[src/lsu_pkg.sv]
// lsu_pkg: shared types and constants for the load/store unit
// no dependencies
package lsu_pkg;

    localparam int unsigned MEM_BYTES   = 2097152;
    localparam int unsigned MEM_AW      = $clog2(MEM_BYTES);
    localparam int unsigned MEM_WORDS   = MEM_BYTES / 8;
    localparam int unsigned WORD_AW     = MEM_AW - 3;
    localparam int unsigned NUM_REGS    = 31;
    localparam int unsigned QUEUE_DEPTH = 2;

    typedef enum logic [1:0] {
        ST_DONE    = 2'd0,
        ST_BAD_ENC = 2'd1,
        ST_OUT_MEM = 2'd2
    } status_t;

    // clear state machine
    typedef enum logic [2:0] {
        CS_CLEAR = 3'b001,
        CS_RUN   = 3'b010,
        CS_WAIT  = 3'b100
    } clr_state_t;

    // classified instruction handed from front to back
    typedef struct packed {
        logic        bad;
        logic        literal;
        logic        load;
        logic        sf;
        logic [1:0]  mode;     // 0 uimm, 1 reg, 2 pre, 3 post
        logic [4:0]  rt;
        logic [4:0]  rn;
        logic [4:0]  rm;
        logic [63:0] imm;      // scaled/sign-extended offset
        logic [63:0] pc;
    } lsu_op_t;

    localparam logic [1:0] MD_UIMM = 2'd0;
    localparam logic [1:0] MD_REG  = 2'd1;
    localparam logic [1:0] MD_PRE  = 2'd2;
    localparam logic [1:0] MD_POST = 2'd3;

    typedef struct packed {
        logic [1:0]  status;
        logic        is_load;
        logic [63:0] access_address;
        logic [63:0] transfer_data;
        logic [4:0]  target_register;
    } lsu_res_t;

endpackage

[src/lsu_decode.sv]
// lsu_decode: front part, classifies instruction words into ops
// depends on lsu_pkg
module lsu_decode (
    input  logic              aclk,
    input  logic              aresetn,
    input  logic              in_valid,
    output logic              in_ready,
    input  logic [31:0]       ins,
    input  logic [63:0]       pc,
    output logic              op_valid,
    input  logic              op_ready,
    output lsu_pkg::lsu_op_t  op
);
    import lsu_pkg::*;

    lsu_op_t q_reg [QUEUE_DEPTH];
    logic    wp_reg, wp_next, rp_reg, rp_next;
    logic [1:0] cnt_reg, cnt_next;
    lsu_op_t d;
    logic push, pop;

    always_comb begin
        d = '0;
        d.bad     = (ins[28:25] & 4'd5) != 4'd4;
        d.literal = !ins[31];
        d.sf      = ins[30];
        d.load    = ins[31] ? ins[22] : 1'b1;
        d.rt      = ins[4:0];
        d.rn      = ins[9:5];
        d.rm      = ins[20:16];
        d.pc      = pc;
        if (!ins[31]) begin
            d.imm  = {{43{ins[23]}}, ins[23:5], 2'b00};
            d.mode = MD_UIMM;
        end else if (ins[24]) begin
            d.imm  = ins[30] ? {49'd0, ins[21:10], 3'd0} : {50'd0, ins[21:10], 2'd0};
            d.mode = MD_UIMM;
        end else if (ins[21]) begin
            d.mode = MD_REG;
        end else begin
            d.imm  = {{55{ins[20]}}, ins[20:12]};
            d.mode = ins[11] ? MD_PRE : MD_POST;
        end
    end

    assign in_ready = cnt_reg != 2'(QUEUE_DEPTH);
    assign op_valid = cnt_reg != 2'd0;
    assign op       = q_reg[rp_reg];
    assign push     = in_valid && in_ready;
    assign pop      = op_valid && op_ready;

    always_comb begin
        wp_next  = push ? ~wp_reg : wp_reg;
        rp_next  = pop ? ~rp_reg : rp_reg;
        cnt_next = cnt_reg + 2'(push) - 2'(pop);
    end

    always_ff @(posedge aclk) begin
        if (!aresetn) begin
            wp_reg  <= 1'b0;
            rp_reg  <= 1'b0;
            cnt_reg <= 2'd0;
        end else begin
            wp_reg  <= wp_next;
            rp_reg  <= rp_next;
            cnt_reg <= cnt_next;
        end
    end

    always_ff @(posedge aclk) begin
        if (push) begin
            q_reg[wp_reg] <= d;
        end
    end

    a_cnt: assert property (@(posedge aclk) disable iff (!aresetn)
        cnt_reg <= 2'(QUEUE_DEPTH)) else $error("queue overflow");
    a_full: assert property (@(posedge aclk) disable iff (!aresetn)
        (cnt_reg == 2'(QUEUE_DEPTH) && !pop) |=> cnt_reg == 2'(QUEUE_DEPTH))
        else $error("full queue lost entry");
    a_empty: assert property (@(posedge aclk) disable iff (!aresetn)
        (cnt_reg == 2'd0) |-> !op_valid) else $error("valid while empty");
endmodule

[config.mk]
export PLATFORM = sky130hd
export DESIGN_NAME = lsu_decode
export DESIGN_NICKNAME = d
export VERILOG_FILES = /design/src/lsu_pkg.sv /design/src/lsu_decode.sv
export SDC_FILE = /design/constraint.sdc
export NUM_CORES = 1
export LEC_CHECK = 0
export ABC_AREA = 1
export BUFFER_PORTS_ARGS = -buffer_cell sky130_fd_sc_hd__buf_2
export CAP_MARGIN = 25
export CORE_MARGIN = 10
export CORE_UTILIZATION = 58
export CTS_BUF_LIST = sky130_fd_sc_hd__clkbuf_2 sky130_fd_sc_hd__clkbuf_4 sky130_fd_sc_hd__clkbuf_8
export DETAILED_ROUTE_END_ITERATION = 10
export GPL_TIMING_DRIVEN = 0
export PLACE_DENSITY = 0.95
export SETUP_SLACK_MARGIN = 0.5
export SLEW_MARGIN = 20
export SYNTH_ARGS = -nofsm -noshare
export SYNTH_HDL_FRONTEND = slang
export SYNTH_SLANG_ARGS = --single-unit
export TNS_END_PERCENT = 30
[constraint.sdc]
create_clock -name aclk -period 14.51 [get_ports aclk]
set_clock_uncertainty 0.1 [all_clocks]
set_input_delay 0 -clock aclk [delete_from_list [all_inputs] [get_ports aclk]]
set_output_delay 0 -clock aclk [all_outputs]
set_load 0.05 [all_outputs]
# Word level (Yosys, flattened, before mapping)

Memory sizes are Yosys's and may differ from the RTL's. A register that Yosys moved wholly into a read port is not among the register bits.
Cells that the tools add are included.

Register bits after elaboration: 4
Output and inout bits: 151
Memory bits (writable): 298
Memories: 1
Logic and storage cells: 27

Bitwise gates (word level): 2
Muxes and demuxes: 13
Add/sub/neg operators: 2
Reduce and logical (&&, ||, !) cells: 4
Eq/ne operators: 2

Memory list:

| memory | depth | bits a word | read ports | clocked after memory_dff | wr ports | RTL line         | text |
|---|---|---|---|---|---|---|---|
| q_reg  | 2     | 149         | 1          | 1                        | 1        | lsu_decode.sv:16 | `lsu_op_t q_reg [QUEUE_DEPTH];` |

Operators with widths:

| operator                                    | number |
|---|---|
| 64-bit 2-to-1 mux                           | 3 |
| 15-bit 2-to-1 mux                           | 1 |
| 1-bit 2-to-1 mux                            | 6 |
| 2-bit 2-to-1 mux                            | 3 |
| 2-bit != test, second input constant        | 2 |
| 2-bit by 1-bit adder with 2-bit output      | 1 |
| 1-bit logical AND                           | 2 |
| 1-bit inverter                              | 2 |
| 2-bit nonzero test                          | 1 |
| 2-bit by 1-bit subtractor with 2-bit output | 1 |
| 1-bit zero test                             | 1 |

# Logic depth before layout (Yosys ltp)

Depth after elaboration: 4
Gate-level depth with buffers: 11

# Worst setup path before layout

OpenSTA, ideal clock, no wires.

Kind: register to register
Start point: register cnt_reg[0]
End point: memory q_reg[1][0] (netlist name), enable pin
Data required time: 13.836 ns
Stages on the path, launching flop included: 5
Data arrival time: 5.454 ns
Path slack: 8.383 ns
Period minus slack after synthesis: 6.127 ns
Cells stage by stage: dfxtp_1 -> inv_1 -> nand2_1 -> nand2_1 -> nor2_1

Word-level cells in the longest chain between the ends: 4

RTL lines:

| item                                   | RTL line         | text |
|---|---|---|
| start, declared                        | lsu_decode.sv:18 | `logic [1:0] cnt_reg, cnt_next;` |
| start signal, assigned                 | lsu_decode.sv:66 | `cnt_reg <= cnt_next;` |
| 2-bit != test                          | lsu_decode.sv:46 | `assign in_ready = cnt_reg != 2'(QUEUE_DEPTH);` |
| via in_ready                           | lsu_decode.sv:7  | `output logic in_ready,` |
| 1-bit logical AND                      | lsu_decode.sv:49 | `assign push = in_valid && in_ready;` |
| 1-bit 2-to-1 mux                       | lsu_decode.sv:71 | `if (push) begin` |
| 1-bit 2-to-1 mux (implied by the code) | lsu_decode.sv:72 | `q_reg[wp_reg] <= d;` |
| end, declared                          | lsu_decode.sv:16 |  |

The timed path passes the listed nets, and every way through them passes these cells.

# Worst setup path after layout

Start point: register cnt_reg[1]
End point: register cnt_reg[1]

Word-level cells in the longest chain between the ends: 4
Elaborated cells on any way between the ends: 6
Those cells by class: add/sub: 2; eq/ne: 1; reduce/logical: 3

RTL lines:

| item                                            | RTL line         | text |
|---|---|---|
| 2-bit != test                                   | lsu_decode.sv:46 |  |
| 1-bit logical AND                               | lsu_decode.sv:49 |  |
| 2-bit by 1-bit adder with 2-bit output          | lsu_decode.sv:55 | `cnt_next = cnt_reg + 2'(push) - 2'(pop);` |
| 2-bit by 1-bit subtractor with 2-bit output (*) | lsu_decode.sv:55 |  |

Every way passes the cells marked *; elsewhere a longest branch is shown, timed or not.
A chain may end at the register's enable or synchronous reset.

==> flow_summary.toml <==
[floorplan]
initial_utilization_pct = 58.7
num_rows = 45
die_h_um = 143
core_um2 = 15000
pin_count = 251
die_area_um2 = 20600
die_x_um = 143

[worst_setup_path]
timing.rr.end = "cnt_reg[1]"
r2r_start = "cnt_reg[1]"
start_kind = "register"
worst-r2r-setup-slack_ps = 11410
r2r_cells = 12
required_ps = 14790
critical_path_class = "register to register"
critPathMaxFanout = 5
crit_path_top_delay_cell = "dlygate4sd3_1"
max_stage_delay_ps = 550
worstPathCellList = "nor2_1 -> nor2_1 -> xnor2_1 -> ha_1 -> inv_1 -> nand2_1 -> nand2_1 -> nand3_1 -> nand2_1 -> dlygate4sd3_1 -> nor2_1 -> dlygate4sd3_1"
endpoint_kind = "register"
worst_ep_arrival_time_ps = 3380

[drt]
wl_per_cell_um = 21.4
drc = 0
dr_total_vias = 5804
firstDrtPassIters = 5
vias_per_cell = 5.18
wl_um = 24000
ant_nets = 0
first_iter_violations = 449

[logic_synthesis]
synth.yosys.warnings = 0
synth_fp_nets = 615
synthDistinctLibCells = 21
syn_avg_cell_area_um2 = 17.2
yosys.area.top_type = "edfxtp_1"
yosys_register_bits = 217
synth.cell_area_um2 = 8830
synth_top_area_share_pct = 72.1
synthCells = 514
synthTopCellsByArea = "edfxtp_1 72%, mux2_2 8.4%, mux2_4 6.8%"
ys_seq_area_share_pct = 73.2

[clock_tree]
cts_resized = 0
htree_levels = 2
cts_tree = "yes"
numCtsBuffers = 35
clock_sinks = 217
postCtsSetupRepairBufs = 0
cts_buffer_depth = 3
clock-root-buffer = "clkbuf_8"
clock_latency_ps = 490
clk_pin_slew_ps = 60

[place]
globalplace.congestion = 0.856
port_buffers = 246
placed_area_um2 = 10500
place_hpwl_um = 14700

[grt]
grt_pass1_wl_um = 35700
grt_pass1_vias = 6263
grt.overflow.total = 0
antenna_found_initial = 1
grt_max_degree = 45
grt.total_usage_pct = 22.8

[timing]
setup_tns_ps = 0
max_slew_margin_pct = 47.9
fin_crit_sh_pct = 21.4
drv_slew = 0
whs_ps = 136
setup_viol = 0
rsz0062_at_grt = "false"
fmax_mhz = 323
finalHoldViolCount = 0
fin_crit_ps = 3100
worst_pin_slew_ps = 781

[min_path]
hold_end = "q_reg[1][17]"
hold_path_class = "primary input to register"
hp-start = "pc[17]"
hold_depth = 2

[cells_and_area]
syn2layout_area_growth_pct = 37.9
drive_above_1_share_pct = 51.6
fill_cells = 739
utilization_pct = 81.0
fin_area_um2 = 12200
largest_register_ffs = 212
fin_nets = 1008

[run_status]
status = "finished, final reports clean"

[pwr]
irDropWorstVdd_uv = 171
power_density_nw_per_um2 = 195
p_leak_nw = 5.01
p_total_mw = 2.37

[run]
cap_violations = 0
-- how the worst max path moves through the flow --
stage                          start           end  slack, ps  cells past startpoint
after global routing      cnt_reg[0]    cnt_reg[1]      11330                     13
after floorplan           cnt_reg[0]   q_reg[1][0]       8380                      4
after detailed placement  cnt_reg[0]  q_reg[1][52]      12160                      7
after global placement    cnt_reg[0]  q_reg[1][52]       6530                      4
final                     cnt_reg[1]    cnt_reg[1]      11410                     12
after CTS                 cnt_reg[0]    cnt_reg[1]      11610                     13
-- timing repair --
action,in CTS,in global routing
hold buffers,102,0
hold endpoints to repair,217,0
setup endpoints to repair,0,0
-- per-layer routing --
| metal | share of wire, % | vias to the layer above | global-route usage, % |
|---|---|---|---|
| li1 | - | 2638 | - |
| met1 | 34 | 2833 | 23.6 |
| met2 | 55 | 289 | 43.4 |
| met3 | 9.2 | 44 | 6.53 |
| met4 | 2.1 | 0 | 6.61 |
| met5 | 0 | - | 0 |
-- metrics by stage --
stage	setup WS, ps	std cells
final	11410	1120
after global routing	11330	1120
after CTS	11610	1119
after detailed placement	12160	956
after global placement	6530	948
after floorplan	8380	514
-- cell usage after synthesis --
cell      number
a211oi_1       1
a21oi_1       19
buf_2          7
buf_4         44
buf_6          7
clkbuf_1       1
dfxtp_1        5
edfxtp_1     212
ha_1           1
inv_1         20
inv_2          1
mux2_2        66
mux2_4        40
nand2_1       36
nand2_2        1
nand3_1        3
nor2_1        38
nor2_2         1
nor2_4         2
o21ai_0        8
xnor2_1        1
-- worst max-delay path: cells and delay by family (launching register included) --
kind,cells,cell delay (ps)
DFF,1,420
xor gates and xnor gates,1,120
buffers and inverters,3,1160
adders and majority gates,1,220
and+or+nand+nor,7,970
-- cells by family after synthesis --
kind of cell	Yosys count	synth area share [%]
compound gates	28	1.62
fa+ha+maj	1	0.142
buf+inv	80	5.97
xor+xnor	1	0.0992
simple gates	81	3.71
mux	106	15.2
flops	217	73.2
-- power by group --
group	switching (mW)	internal, mW
registers	0.0273	0.797
clock network	0.226	0.274
logic	0.730	0.316
total	0.984	1.39
-- layout by cell type (no fill, tap or decap), types with 5 or more instances in the layout --
master	synthesis	layout
mux2_2	66	66
buf_4	44	44
nor2_1	38	36
clkbuf_8	0	37
clkbuf_4	0	15
edfxtp_1	212	212
inv_1	20	20
dlygate4sd3_1	0	102
buf_12	0	6
a21oi_1	19	19
buf_6	7	7
o21ai_0	8	8
dfxtp_1	5	5
nand2_1	36	36
clkinv_1	0	6
buf_2	7	253
mux2_4	40	40
-- final cells by class --
cell class                      instances  area [um^2]  share of cell area [%]
Sequential cell                       217         6470                    53.1
Timing Repair Buffer                  356         2430                    19.9
Multi-Input combinational cell        217         1850                    15.2
Clock buffer                           52          622                    5.11
Buffer                                 59          448                    3.68
Tap cell                              188          235                    1.93
Inverter                               21         78.8                   0.648
Clock inverter                          9         40.0                   0.329
Antenna cell                            1         2.50                  0.0206
(Power assumes the default switching activity.)
